`src/rtl/core/qfrq_pkg.sv`:
```
// ----------------------------------------------------------------------------
// qfrq_pkg
// Shared sizes, codes and beat types of the fair request queue.
// ----------------------------------------------------------------------------
package qfrq_pkg;

  localparam int QUEUE_DEPTH  = 16;
  localparam int PAYLOAD_BITS = 32;

  localparam int SID_W    = 8;
  localparam int IN_PAY_W = 32;
  localparam int QCNT_W   = 5;
  localparam int QUANT_W  = 8;
  localparam int STAT_W   = 2;

  localparam int PAY_W  = (PAYLOAD_BITS < IN_PAY_W) ? PAYLOAD_BITS : IN_PAY_W;
  localparam int ADDR_W = $clog2(QUEUE_DEPTH);
  localparam int CNT_W  = $clog2(QUEUE_DEPTH + 1);

  localparam int CFG_ADDR_W = 3;
  localparam int CFG_DATA_W = 32;
  localparam logic REG_QUANTUM = 1'b0;
  localparam logic [QUANT_W-1:0] QUANTUM_RST = 8'd1;

  localparam logic ACT_SUBMIT = 1'b0;
  localparam logic ACT_NEXT   = 1'b1;

  localparam logic [STAT_W-1:0] ST_SUBMITTED = 2'd0;
  localparam logic [STAT_W-1:0] ST_DROPPED   = 2'd1;
  localparam logic [STAT_W-1:0] ST_GRANTED   = 2'd2;
  localparam logic [STAT_W-1:0] ST_EMPTY     = 2'd3;

  localparam logic [QUANT_W-1:0] RUN_MAX = 8'd255;

  typedef struct packed {
    logic                action;
    logic [SID_W-1:0]    session_id;
    logic [IN_PAY_W-1:0] payload;
  } req_t;

  typedef struct packed {
    logic [STAT_W-1:0]   status;
    logic [SID_W-1:0]    out_session;
    logic [IN_PAY_W-1:0] out_payload;
    logic [QCNT_W-1:0]   queue_count;
  } rsp_t;

  typedef struct packed {
    logic [SID_W-1:0] session;
    logic [PAY_W-1:0] payload;
  } entry_t;

  typedef struct packed {
    logic              we;
    logic [ADDR_W-1:0] waddr;
    entry_t            wdata;
    logic [ADDR_W-1:0] raddr;
  } ram_req_t;

endpackage

```
`src/rtl/core/qfrq_req_if.sv`:
```
// ----------------------------------------------------------------------------
// qfrq_req_if
// Request channel: valid/ready handshake carrying one request beat.
// ----------------------------------------------------------------------------
interface qfrq_req_if import qfrq_pkg::*; ();
  logic valid;
  logic ready;
  req_t data;

  modport source (output valid, output data, input ready);
  modport sink (input valid, input data, output ready);
endinterface

```
`src/rtl/core/qfrq_rsp_if.sv`:
```
// ----------------------------------------------------------------------------
// qfrq_rsp_if
// Result channel: valid/ready handshake carrying one result beat.
// ----------------------------------------------------------------------------
interface qfrq_rsp_if import qfrq_pkg::*; ();
  logic valid;
  logic ready;
  rsp_t data;

  modport source (output valid, output data, input ready);
  modport sink (input valid, input data, output ready);
endinterface

```
`src/rtl/core/qfrq_ram.sv`:
```
// ----------------------------------------------------------------------------
// qfrq_ram
// Generic single-write, single-read RAM with registered read data.
// ----------------------------------------------------------------------------
module qfrq_ram #(
  parameter int WIDTH = 8,
  parameter int DEPTH = 16
) (
  input  logic                     clk,
  input  logic                     we,
  input  logic [$clog2(DEPTH)-1:0] waddr,
  input  logic [WIDTH-1:0]         wdata,
  input  logic [$clog2(DEPTH)-1:0] raddr,
  output logic [WIDTH-1:0]         rdata
);

  logic [WIDTH-1:0] mem [DEPTH];
  logic [WIDTH-1:0] rdata_r;

  always_ff @(posedge clk) begin
    if (we) begin
      mem[waddr] <= wdata;
    end
    rdata_r <= mem[raddr];
  end

  assign rdata = rdata_r;

endmodule

```
`src/rtl/core/qfrq_cfg.sv`:
```
// ----------------------------------------------------------------------------
// qfrq_cfg
// APB register block holding the fairness quantum.
// ----------------------------------------------------------------------------
module qfrq_cfg import qfrq_pkg::*; (
  input  logic                  clk,
  input  logic                  rst_n,
  input  logic                  psel,
  input  logic                  penable,
  input  logic                  pwrite,
  input  logic [CFG_ADDR_W-1:0] paddr,
  input  logic [CFG_DATA_W-1:0] pwdata,
  output logic [CFG_DATA_W-1:0] prdata,
  output logic                  pready,
  output logic [QUANT_W-1:0]    quantum
);

  logic [QUANT_W-1:0] quantum_r;
  logic [QUANT_W-1:0] quantum_nxt;
  logic               hit;

  assign hit    = (paddr[CFG_ADDR_W-1] == REG_QUANTUM);
  assign pready = 1'b1;

  always_comb begin
    quantum_nxt = quantum_r;
    if (psel && penable && pwrite && hit) begin
      quantum_nxt = pwdata[QUANT_W-1:0];
    end
  end

  always_ff @(posedge clk) begin
    if (!rst_n) begin
      quantum_r <= QUANTUM_RST;
    end else begin
      quantum_r <= quantum_nxt;
    end
  end

  assign prdata  = hit ? CFG_DATA_W'(quantum_r) : '0;
  assign quantum = quantum_r;

endmodule

```
`src/rtl/core/qfrq_ctrl.sv`:
```
// ----------------------------------------------------------------------------
// qfrq_ctrl
// Queue sequencer: submit, fairness scan, grant and in-place compaction
// over the entry RAM held as a ring with a head pointer.
// ----------------------------------------------------------------------------
module qfrq_ctrl import qfrq_pkg::*; (
  input  logic               clk,
  input  logic               rst_n,
  qfrq_req_if.sink           in_if,
  input  logic [QUANT_W-1:0] quantum,
  output logic               res_valid,
  input  logic               res_ready,
  output rsp_t               res,
  output ram_req_t           ram_req,
  input  entry_t             ram_rdata
);

  localparam int SUM_W = ADDR_W + 1;

  typedef enum logic [6:0] {
    S_IDLE = 7'b0000001,
    S_EXEC = 7'b0000010,
    S_RD   = 7'b0000100,
    S_CMP  = 7'b0001000,
    S_MRD  = 7'b0010000,
    S_MWR  = 7'b0100000,
    S_DONE = 7'b1000000
  } state_t;

  function automatic logic [ADDR_W-1:0] ring_addr(input logic [ADDR_W-1:0] base,
                                                  input logic [ADDR_W-1:0] off);
    logic [SUM_W-1:0] sum;
    sum = {1'b0, base} + {1'b0, off};
    if (sum >= SUM_W'(QUEUE_DEPTH)) begin
      sum = sum - SUM_W'(QUEUE_DEPTH);
    end
    return sum[ADDR_W-1:0];
  endfunction

  state_t             state_r, state_nxt;
  req_t               item_r, item_nxt;
  logic [ADDR_W-1:0]  head_r, head_nxt;
  logic [CNT_W-1:0]   count_r, count_nxt;
  logic [SID_W-1:0]   last_session_r, last_session_nxt;
  logic               last_valid_r, last_valid_nxt;
  logic [QUANT_W-1:0] run_r, run_nxt;
  logic               search_r, search_nxt;
  logic [ADDR_W-1:0]  idx_r, idx_nxt;
  entry_t             grant_r, grant_nxt;
  logic [STAT_W-1:0]  status_r, status_nxt;

  logic [QUANT_W-1:0] q_eff;
  logic [ADDR_W-1:0]  idx_plus;
  logic [CNT_W-1:0]   idx_next_c;
  logic               more_c;
  logic               more2_c;
  logic               hit;
  entry_t             gsel;

  assign q_eff      = (quantum == '0) ? QUANT_W'(1) : quantum;
  assign idx_plus   = idx_r + ADDR_W'(1);
  assign idx_next_c = CNT_W'(idx_r) + CNT_W'(1);
  assign more_c     = (idx_next_c < count_r);
  assign more2_c    = ((CNT_W'(idx_r) + CNT_W'(2)) < count_r);
  assign hit        = search_r && (ram_rdata.session != last_session_r);
  assign gsel       = (hit || (idx_r == '0)) ? ram_rdata : grant_r;

  assign in_if.ready = (state_r == S_IDLE);

  always_comb begin
    state_nxt        = state_r;
    item_nxt         = item_r;
    head_nxt         = head_r;
    count_nxt        = count_r;
    last_session_nxt = last_session_r;
    last_valid_nxt   = last_valid_r;
    run_nxt          = run_r;
    search_nxt       = search_r;
    idx_nxt          = idx_r;
    grant_nxt        = grant_r;
    status_nxt       = status_r;
    ram_req.we       = 1'b0;
    ram_req.waddr    = ring_addr(head_r, idx_r);
    ram_req.wdata    = ram_rdata;
    ram_req.raddr    = ring_addr(head_r, idx_r);
    res_valid        = 1'b0;

    case (state_r)
      S_IDLE: begin
        if (in_if.valid) begin
          item_nxt  = in_if.data;
          state_nxt = S_EXEC;
        end
      end
      S_EXEC: begin
        if (item_r.action == ACT_SUBMIT) begin
          if (count_r == CNT_W'(QUEUE_DEPTH)) begin
            status_nxt = ST_DROPPED;
          end else begin
            ram_req.we            = 1'b1;
            ram_req.waddr         = ring_addr(head_r, count_r[ADDR_W-1:0]);
            ram_req.wdata.session = item_r.session_id;
            ram_req.wdata.payload = item_r.payload[PAY_W-1:0];
            count_nxt             = count_r + CNT_W'(1);
            status_nxt            = ST_SUBMITTED;
          end
          state_nxt = S_DONE;
        end else if (count_r == '0) begin
          status_nxt = ST_EMPTY;
          state_nxt  = S_DONE;
        end else begin
          idx_nxt    = '0;
          search_nxt = (count_r > CNT_W'(1)) && last_valid_r && (run_r >= q_eff);
          state_nxt  = S_RD;
        end
      end
      S_RD: begin
        state_nxt = S_CMP;
      end
      S_CMP: begin
        if (search_r && !hit && more_c) begin
          if (idx_r == '0) begin
            grant_nxt = ram_rdata;
          end
          idx_nxt   = idx_plus;
          state_nxt = S_RD;
        end else begin
          grant_nxt = gsel;
          if ((count_r == CNT_W'(1)) || hit || !last_valid_r ||
              (gsel.session != last_session_r)) begin
            run_nxt = QUANT_W'(1);
          end else if (run_r < RUN_MAX) begin
            run_nxt = run_r + QUANT_W'(1);
          end
          last_session_nxt = gsel.session;
          last_valid_nxt   = 1'b1;
          status_nxt       = ST_GRANTED;
          if (!hit || (idx_r == '0)) begin
            head_nxt  = ring_addr(head_r, ADDR_W'(1));
            count_nxt = count_r - CNT_W'(1);
            state_nxt = S_DONE;
          end else if (more_c) begin
            state_nxt = S_MRD;
          end else begin
            count_nxt = count_r - CNT_W'(1);
            state_nxt = S_DONE;
          end
        end
      end
      S_MRD: begin
        ram_req.raddr = ring_addr(head_r, idx_plus);
        state_nxt     = S_MWR;
      end
      S_MWR: begin
        ram_req.we = 1'b1;
        idx_nxt    = idx_plus;
        if (more2_c) begin
          state_nxt = S_MRD;
        end else begin
          count_nxt = count_r - CNT_W'(1);
          state_nxt = S_DONE;
        end
      end
      S_DONE: begin
        res_valid = 1'b1;
        if (res_ready) begin
          state_nxt = S_IDLE;
        end
      end
      default: begin
        state_nxt = S_IDLE;
      end
    endcase
  end

  always_ff @(posedge clk) begin
    if (!rst_n) begin
      state_r        <= S_IDLE;
      head_r         <= '0;
      count_r        <= '0;
      last_session_r <= '0;
      last_valid_r   <= 1'b0;
      run_r          <= '0;
      search_r       <= 1'b0;
      idx_r          <= '0;
      status_r       <= ST_SUBMITTED;
    end else begin
      state_r        <= state_nxt;
      head_r         <= head_nxt;
      count_r        <= count_nxt;
      last_session_r <= last_session_nxt;
      last_valid_r   <= last_valid_nxt;
      run_r          <= run_nxt;
      search_r       <= search_nxt;
      idx_r          <= idx_nxt;
      status_r       <= status_nxt;
    end
  end

  always_ff @(posedge clk) begin
    item_r  <= item_nxt;
    grant_r <= grant_nxt;
  end

  always_comb begin
    res.status      = status_r;
    res.out_session = '0;
    res.out_payload = '0;
    res.queue_count = QCNT_W'(count_r);
    if (status_r == ST_GRANTED) begin
      res.out_session = grant_r.session;
      res.out_payload = IN_PAY_W'(grant_r.payload);
    end
  end

  a_count_bound: assert property (@(posedge clk) disable iff (!rst_n)
    count_r <= CNT_W'(QUEUE_DEPTH))
    else $error("queue count beyond depth");

  a_run_idle: assert property (@(posedge clk) disable iff (!rst_n)
    !last_valid_r |-> (run_r == '0))
    else $error("run length without a served session");

  a_grant_last: assert property (@(posedge clk) disable iff (!rst_n)
    (res_valid && (res.status == ST_GRANTED)) |->
      (last_valid_r && (res.out_session == last_session_r) && (run_r != '0)))
    else $error("grant beat disagrees with last session");

  a_submit_count: assert property (@(posedge clk) disable iff (!rst_n)
    ((state_r == S_EXEC) && (item_r.action == ACT_SUBMIT) &&
     (count_r != CNT_W'(QUEUE_DEPTH))) |=> (count_r == $past(count_r) + CNT_W'(1)))
    else $error("submit did not advance queue count");

endmodule

```
`src/rtl/core/quantum_fair_request_queue.sv`:
```
// ----------------------------------------------------------------------------
// quantum_fair_request_queue
// Bounded request queue with a per-session fairness quantum: submit beats
// append at the tail, next beats grant the head or the oldest other session.
// Each request passes through the sequencer states EXEC and DONE and the output
// register; a grant also reads and compares each entry scanned past the head
// (RD, CMP) and reads and rewrites each entry shifted after removal (MRD, MWR).
// One request at a time: no new request is taken until the last result leaves DONE.
// Reset: queue empty, no session served, quantum 1; no RAM clearing pass.
// ----------------------------------------------------------------------------
module quantum_fair_request_queue import qfrq_pkg::*; (
  input  logic                  clk,
  input  logic                  rst_n,
  qfrq_req_if.sink              in_if,
  qfrq_rsp_if.source            out_if,
  input  logic                  psel,
  input  logic                  penable,
  input  logic                  pwrite,
  input  logic [CFG_ADDR_W-1:0] paddr,
  input  logic [CFG_DATA_W-1:0] pwdata,
  output logic [CFG_DATA_W-1:0] prdata,
  output logic                  pready
);

  logic [QUANT_W-1:0]  quantum;
  logic                res_valid;
  logic                res_ready;
  rsp_t                res;
  ram_req_t            ram_req;
  entry_t              ram_rdata;
  logic [$bits(entry_t)-1:0] ram_rbits;

  logic out_valid_r, out_valid_nxt;
  rsp_t out_data_r, out_data_nxt;

  qfrq_cfg u_cfg (
    .clk     (clk),
    .rst_n   (rst_n),
    .psel    (psel),
    .penable (penable),
    .pwrite  (pwrite),
    .paddr   (paddr),
    .pwdata  (pwdata),
    .prdata  (prdata),
    .pready  (pready),
    .quantum (quantum)
  );

  qfrq_ctrl u_ctrl (
    .clk       (clk),
    .rst_n     (rst_n),
    .in_if     (in_if),
    .quantum   (quantum),
    .res_valid (res_valid),
    .res_ready (res_ready),
    .res       (res),
    .ram_req   (ram_req),
    .ram_rdata (ram_rdata)
  );

  qfrq_ram #(
    .WIDTH ($bits(entry_t)),
    .DEPTH (QUEUE_DEPTH)
  ) u_entry_ram (
    .clk   (clk),
    .we    (ram_req.we),
    .waddr (ram_req.waddr),
    .wdata (ram_req.wdata),
    .raddr (ram_req.raddr),
    .rdata (ram_rbits)
  );

  assign ram_rdata = ram_rbits;

  assign res_ready = !out_valid_r || out_if.ready;

  always_comb begin
    out_valid_nxt = (res_valid && res_ready) || (out_valid_r && !out_if.ready);
    out_data_nxt  = out_data_r;
    if (res_valid && res_ready) begin
      out_data_nxt = res;
    end
  end

  always_ff @(posedge clk) begin
    if (!rst_n) begin
      out_valid_r <= 1'b0;
    end else begin
      out_valid_r <= out_valid_nxt;
    end
  end

  always_ff @(posedge clk) begin
    out_data_r <= out_data_nxt;
  end

  assign out_if.valid = out_valid_r;
  assign out_if.data  = out_data_r;

endmodule

```
`src/flat_wrapper.sv`:
```
// flat-port wrapper written by rule: the top's interface ports become plain ports
module quantum_fair_request_queue_flat import qfrq_pkg::*;
  (clk, rst_n, psel, penable, pwrite, paddr, pwdata, prdata, pready, in_if_valid, in_if_data, in_if_ready, out_if_valid, out_if_data, out_if_ready);
  qfrq_req_if in_if_i ();
  qfrq_rsp_if out_if_i ();
  input  logic clk;
  input  logic rst_n;
  input  logic psel;
  input  logic penable;
  input  logic pwrite;
  input  logic [CFG_ADDR_W-1:0] paddr;
  input  logic [CFG_DATA_W-1:0] pwdata;
  output logic [CFG_DATA_W-1:0] prdata;
  output logic pready;
  input wire logic [$bits(in_if_i.valid)-1:0] in_if_valid;
  input wire logic [$bits(in_if_i.data)-1:0] in_if_data;
  output wire logic [$bits(in_if_i.ready)-1:0] in_if_ready;
  output wire logic [$bits(out_if_i.valid)-1:0] out_if_valid;
  output wire logic [$bits(out_if_i.data)-1:0] out_if_data;
  input wire logic [$bits(out_if_i.ready)-1:0] out_if_ready;
  assign in_if_i.valid = in_if_valid;
  assign in_if_i.data = in_if_data;
  assign in_if_ready = in_if_i.ready;
  assign out_if_valid = out_if_i.valid;
  assign out_if_data = out_if_i.data;
  assign out_if_i.ready = out_if_ready;
  quantum_fair_request_queue u_core (.clk(clk), .rst_n(rst_n), .in_if(in_if_i), .out_if(out_if_i), .psel(psel), .penable(penable), .pwrite(pwrite), .paddr(paddr), .pwdata(pwdata), .prdata(prdata), .pready(pready));
endmodule
```
`config.mk`:
```
export PLATFORM = sky130hd
export DESIGN_NAME = quantum_fair_request_queue_flat
export DESIGN_NICKNAME = d
export VERILOG_FILES = /design/src/rtl/core/qfrq_pkg.sv /design/src/rtl/core/qfrq_req_if.sv /design/src/rtl/core/qfrq_rsp_if.sv /design/src/rtl/core/qfrq_ram.sv /design/src/rtl/core/qfrq_cfg.sv /design/src/rtl/core/qfrq_ctrl.sv /design/src/rtl/core/quantum_fair_request_queue.sv /design/src/flat_wrapper.sv
export SDC_FILE = /design/constraint.sdc
export NUM_CORES = 1
export LEC_CHECK = 0
export BUFFER_PORTS_ARGS = -buffer_cell sky130_fd_sc_hd__buf_2
export CAP_MARGIN = 20
export CORE_ASPECT_RATIO = 1.75
export CORE_MARGIN = 2
export CORE_UTILIZATION = 55
export CTS_CLUSTER_DIAMETER = 30
export DETAILED_ROUTE_END_ITERATION = 16
export GPL_ROUTABILITY_DRIVEN = 0
export PLACE_DENSITY_LB_ADDON = 0.3
export SLEW_MARGIN = 15
export SYNTH_ARGS = -nofsm -noshare
export SYNTH_HDL_FRONTEND = slang
export SYNTH_HIERARCHICAL = 1
export SYNTH_SLANG_ARGS = --single-unit
```
`constraint.sdc`:
```
create_clock -name clk -period 18.6 [get_ports clk]
set_input_delay 1.86 -clock clk [delete_from_list [all_inputs] [get_ports clk]]
set_output_delay 1.86 -clock clk [all_outputs]
set_load 0.05 [all_outputs]
```
# Word-level counts from Yosys, hierarchy flattened
# Memories as Yosys holds them, arrays and structs flattened. A register that Yosys moved wholly into a read port is not among the register bits.
# Cells that the tools add are included.
[word_totals]
elab_cells = 154
inputBits = 83
ram_bits = 640
memories = 1
register_bits = 177
output_inout_bits = 82
[memory_table]
columns = ["memory", "depth", "word_bits", "read_ports", "rd_clocked_by_memory_dff", "write_ports", "line_no", "rtl"]
rows = [
  ["u_core.u_entry_ram.mem", 16, 40, 1, 1, 1, "qfrq_ram.sv:17", "logic [WIDTH-1:0] mem [DEPTH];"],
]
[op_classes]
n_eq_ne = 24
n_bitwise = 3
add_sub_neg = 14
magnitude_cmp = 9
n_mux = 44
n_reduce_logical = 39
[ops]
columns = ["operator", "count"]
rows = [
  ["2-to-1 mux 40 bit", 3],
  ["2-to-1 mux 45 bit", 2],
  ["2-to-1 mux 7 bit", 8],
  ["one-hot mux 7 bit (7 select lines)", 1],
  ["2-to-1 mux 44 bit", 1],
  ["2-to-1 mux 4 bit", 8],
  ["2-to-1 mux 8 bit", 4],
  ["2-to-1 mux 5 bit", 6],
  [">= comparator 5 bit, second input constant", 4],
  ["!= test 2 bit, second input constant", 8],
  ["!= test 8 bit", 2],
  ["subtractor 4 x 1 -> 4 bit, second input constant", 4],
  ["adder 4 x 4 -> 5 bit", 3],
  ["one-hot mux 5 bit (3 select lines)", 1],
  ["AND reduction 3 bit", 5],
  ["one-hot mux 4 bit (3 select lines)", 1],
  ["adder 4 x 1 -> 5 bit, second input constant", 2],
  ["logical AND 1 bit", 10],
  ["less-than comparator 5 bit", 2],
  ["adder 8 x 1 -> 8 bit, second input constant", 1],
  [">= comparator 8 bit", 1],
  ["zero test 8 bit", 1],
  ["less-than comparator 8 bit, second input constant", 1],
  ["AND reduction 2 bit", 4],
  ["30 further kinds", 50],
]

# Depth between registers and ports, before layout
[logic_depth]
word_depth = 8
ltp_mapped = 13
ltp_nobuf = 11

# By module
# Netlist, hierarchy kept.
[modules_own_cells]
columns = ["mod", "seq_area_each_um2", "cells_each", "instances", "area_per_inst_um2"]
rows = [
  ["qfrq_ram", 20019.2, 1040, 1, 25132.9],
  ["qfrq_ctrl", 3233.1, 623, 1, 6751.5],
  ["quantum_fair_request_queue", 1431.4, 52, 1, 1468.9],
  ["qfrq_cfg", 160.2, 70, 1, 595.6],
]

# Worst setup path before layout
# OpenSTA, ideal clock, no wires.
[synth_timing]
path_type = "register to register"
from = "reg u_core.u_ctrl.count_r[1]"
to = "mem u_core/u_entry_ram/mem[0][0] (netlist name) (enable)"
arrival_time_ps = 5441
setup_slack_ps = 12672
path_stages_with_launch = 12
t_required_ps = 18113
n_path_buf = 2
setup_ps = 487
period_less_slack_ps = 5928
cell_sequence = "dfxtp_1 -> inv_1 -> ha_1 -> nor3b_1 -> a21o_1 -> or2_1 -> clkbuf_1 -> buf_1 -> a21oi_1 -> xnor2_1 -> or3b_2 -> nor3_1"
[synth_rtl]
columns = ["item", "line_no", "rtl"]
rows = [
  ["start, declared", "qfrq_ctrl.sv:43", "logic [CNT_W-1:0] count_r, count_nxt;"],
  ["start signal, assigned", "qfrq_ctrl.sv:190", "count_r <= count_nxt;"],
  ["end, declared", "qfrq_ram.sv:17", ""],
]

==> impl_metrics.tcl <==
set metrics [dict create \
    drive_gt1_frac 0.263 \
    report.final.setup_viol 0 \
    cap_violations 0 \
    fin_crit_sh 0.290 \
    drcViolationCount 0 \
    crit_path_end_kind "flip-flop" \
    port_buffers 113 \
    startpoint_type "flip-flop" \
    ys.warnings.count 6 \
    synth_xor_area_frac 0.00800 \
    arrival_ns 5.70 \
    crit_buf_inv 3 \
    ys_ff_latch 857 \
    grt_start_max_net_pins 161 \
    yosysUniqueCellTypes 74 \
    final_hold_viol_count 0 \
    ctsResizeCount 0 \
    wl_um 73700 \
    start_util 0.556 \
    max_stage_delay_ns 0.83 \
    wl_per_cell_um 25.9 \
    n_antenna_cell 0 \
    synthTopCellsByCount "edfxtp_1 (768), mux4_2 (100), dfxtp_1 (89), nand2_1 (84), a22oi_1 (83)" \
    cts_tree "built" \
    viasPerCell 6.07 \
    finClkSkew_ns 0.0376 \
    power_density_nw_per_um2 110 \
    drt_iter0_drc 1121 \
    syn_avg_cell_area_sq_um 19.0 \
    fillers 4077 \
    gr-total-overflow 0 \
    grt.total_usage 0.236 \
    cts.sinks 857 \
    die_y_um 333 \
    placed_cell_area_sq_um 35300 \
    synth_fa_ha_area_frac 0.0139 \
    multi_input_area_sq_um 8540 \
    max_freq_mhz 186 \
    synth_top_area_share 0.679 \
    synth_compound_gate_area_share 0.0369 \
    cp_top_family "simple AND/OR/NAND/NOR gates" \
    cts_made_buffers 109 \
    holdBufCountCts 0 \
    antenna_found_initial 1 \
    tightest_slew_ns 1.07 \
    max-clock-path-buffers 3 \
    first_global_vias 17983 \
    placementRows 120 \
    holdCritPathClass "reg2reg" \
    synthArstFlopShare 0 \
    postRouteAntennaNets 0 \
    die_x_um 192 \
    finalInstanceArea_sq_um 39200 \
    ioPinCount 165 \
    via_count 17257 \
    seq_area_frac_synth 0.732 \
    outcome "completed" \
    path_cells "inv_1 -> ha_1 -> nor3b_1 -> a21o_1 -> or2_2 -> buf_4 -> mux2i_1 -> nand2_1 -> nor2_4 -> buf_4" \
    yosysTopAreaCell "edfxtp_1" \
    period_needed_ns 5.39 \
    synth_area_sq_um 33900 \
    worst_path_max_delay_cell "nor2_4" \
    setup_slack_ns 13.21 \
    slew_violations 0 \
    dpl.hpwl_um 37700 \
    muxShareOfSynthArea 0.135 \
    p_leak_nw 13.1 \
    final_nets 2078 \
    synth.most_common_cell "edfxtp_1" \
    postCtsSetupBuffers 0 \
    ys.flop_type "edfxtp_1" \
    dieArea_sq_um 63800 \
    setup_tns_ns 0 \
    root_buffer "clkbuf_16" \
    dpl_worst_slack_ns 13.28 \
    synth_area_leaders "edfxtp_1 (68%), mux4_2 (6.6%), dfxtp_1 (5.2%), mux4_1 (4.6%), a22oi_1 (1.8%)" \
    path_class "reg2reg" \
    clk_latency_ns 0.69 \
    required_ns 18.91 \
    cts.reportedPaths.clkPinSlew_ns 0.06 \
    dr.pass1.iters 5 \
    path_max_fanout 48 \
    core-area_sq_um 61100 \
    seq_area_sq_um 24800 \
    yosys.area_share.simple 0.0496 \
    synth_top_family_by_area "multiplexers" \
    synthCells 1785 \
    crit_top_cell "buf_4" \
    worst_ir_drop_vdd_uv 79.6 \
    grt_setup_unrepaired "false" \
    utilization 0.641 \
    synth_edf_count 768 \
    relSlewSlack 0.284 \
    power_mw 4.30 \
    grt_pass1_wl_um 110000 \
    syn_to_final_growth_pct 15.3 \
    h-tree-depth 3 \
]
metal layers:
metal | part of all wire | GRT usage | routed length [um]
met2 | 0.53 | 0.409 | 39000
met3 | 0.065 | 0.0384 | 4810
met5 | 0 | 0 | 0
met4 | 0.031 | 0.0918 | 2250
met1 | 0.38 | 0.296 | 27700
where the power goes:
part / internal, mW / switching [mW]
registers: 2.09 / 0.00582
clock network: 1.28 / 0.853
logic: 0.0152 / 0.0445
total: 3.39 / 0.903
registers in the layout (all words and copies together) (netlist names):
| signal | count |
|---|---|
| u_core/out_if.data | 47 |
| u_core/u_ctrl/head_r | 4 |
| u_core/u_entry_ram/mem | 640 |
| u_core/out_if.valid | 1 |
| u_core/u_ctrl/run_r | 8 |
| u_core/u_ctrl/last_session_r | 8 |
| u_core/u_ctrl/status_r | 2 |
| u_core/u_ctrl/idx_r | 4 |
| u_core/u_ctrl/last_valid_r | 1 |
| u_core/u_entry_ram/rdata | 40 |
| u_core/u_ctrl/grant_r | 40 |
| u_core/u_cfg/quantum | 8 |
| u_core/u_ctrl/item_r | 41 |
| u_core/u_ctrl/count_r | 5 |
| u_core/u_ctrl/state_r | 7 |
| u_core/u_ctrl/search_r | 1 |
layout by cell type (no fill, tap or decap), types with 24 or more instances in the layout:
cell type	synthesis	final
buf_4	25	34
ha_1	33	33
clkbuf_16	0	110
mux4_2	100	100
mux4_1	60	60
buf_2	21	113
conb_1	2	25
mux2_2	48	48
a21oi_1	26	24
nor2_1	58	45
a22oi_1	83	83
edfxtp_1	768	768
inv_1	25	25
dfxtp_1	89	89
nand2_1	84	83
and2_1	75	72
kinds of logic (layout without fill, tap and decap cells):
group                      after synthesis  after routing
other                                    2             25
DFF                                    857            857
AOI/OAI and AO/OA                      179            179
buffers and inverters                  135            379
muxes                                  229            229
xor gates and xnor gates                31             31
and+or+nand+nor                        316            316
adders and majority gates               36             36
final cells by class:
class | count | share of cell area
clock buffer | 124 | 0.0727
clock inverter | 80 | 0.0247
inverter | 25 | 0.00240
multi-input combinational | 816 | 0.218
sequential | 857 | 0.635
tap | 793 | 0.0253
timing repair buffer | 150 | 0.0224
metrics by stage:
stage,hold slack (ns),instances
2_1_floorplan,0.424,1808
3_3_place_gp,0.440,2639
3_5_place_dp,0.453,2640
4_1_cts,0.459,2844
5_1_grt,0.481,2845
6_report,0.466,2845
worst paths after layout:
kind,startpoint,end,slack (ns),cells after the start
setup reg to reg,u_core/u_ctrl/count_r[1],u_core/u_entry_ram/mem[15][20],13.21,10
setup / recovery,u_core/u_ctrl/count_r[1],u_core/u_entry_ram/mem[15][20],13.21,10
hold / removal,u_core/u_ctrl/status_r[1],u_core/out_if.data[46],0.47,0
hold reg to reg,u_core/u_ctrl/status_r[1],u_core/out_if.data[46],0.47,0
(Power assumes the default switching activity.)
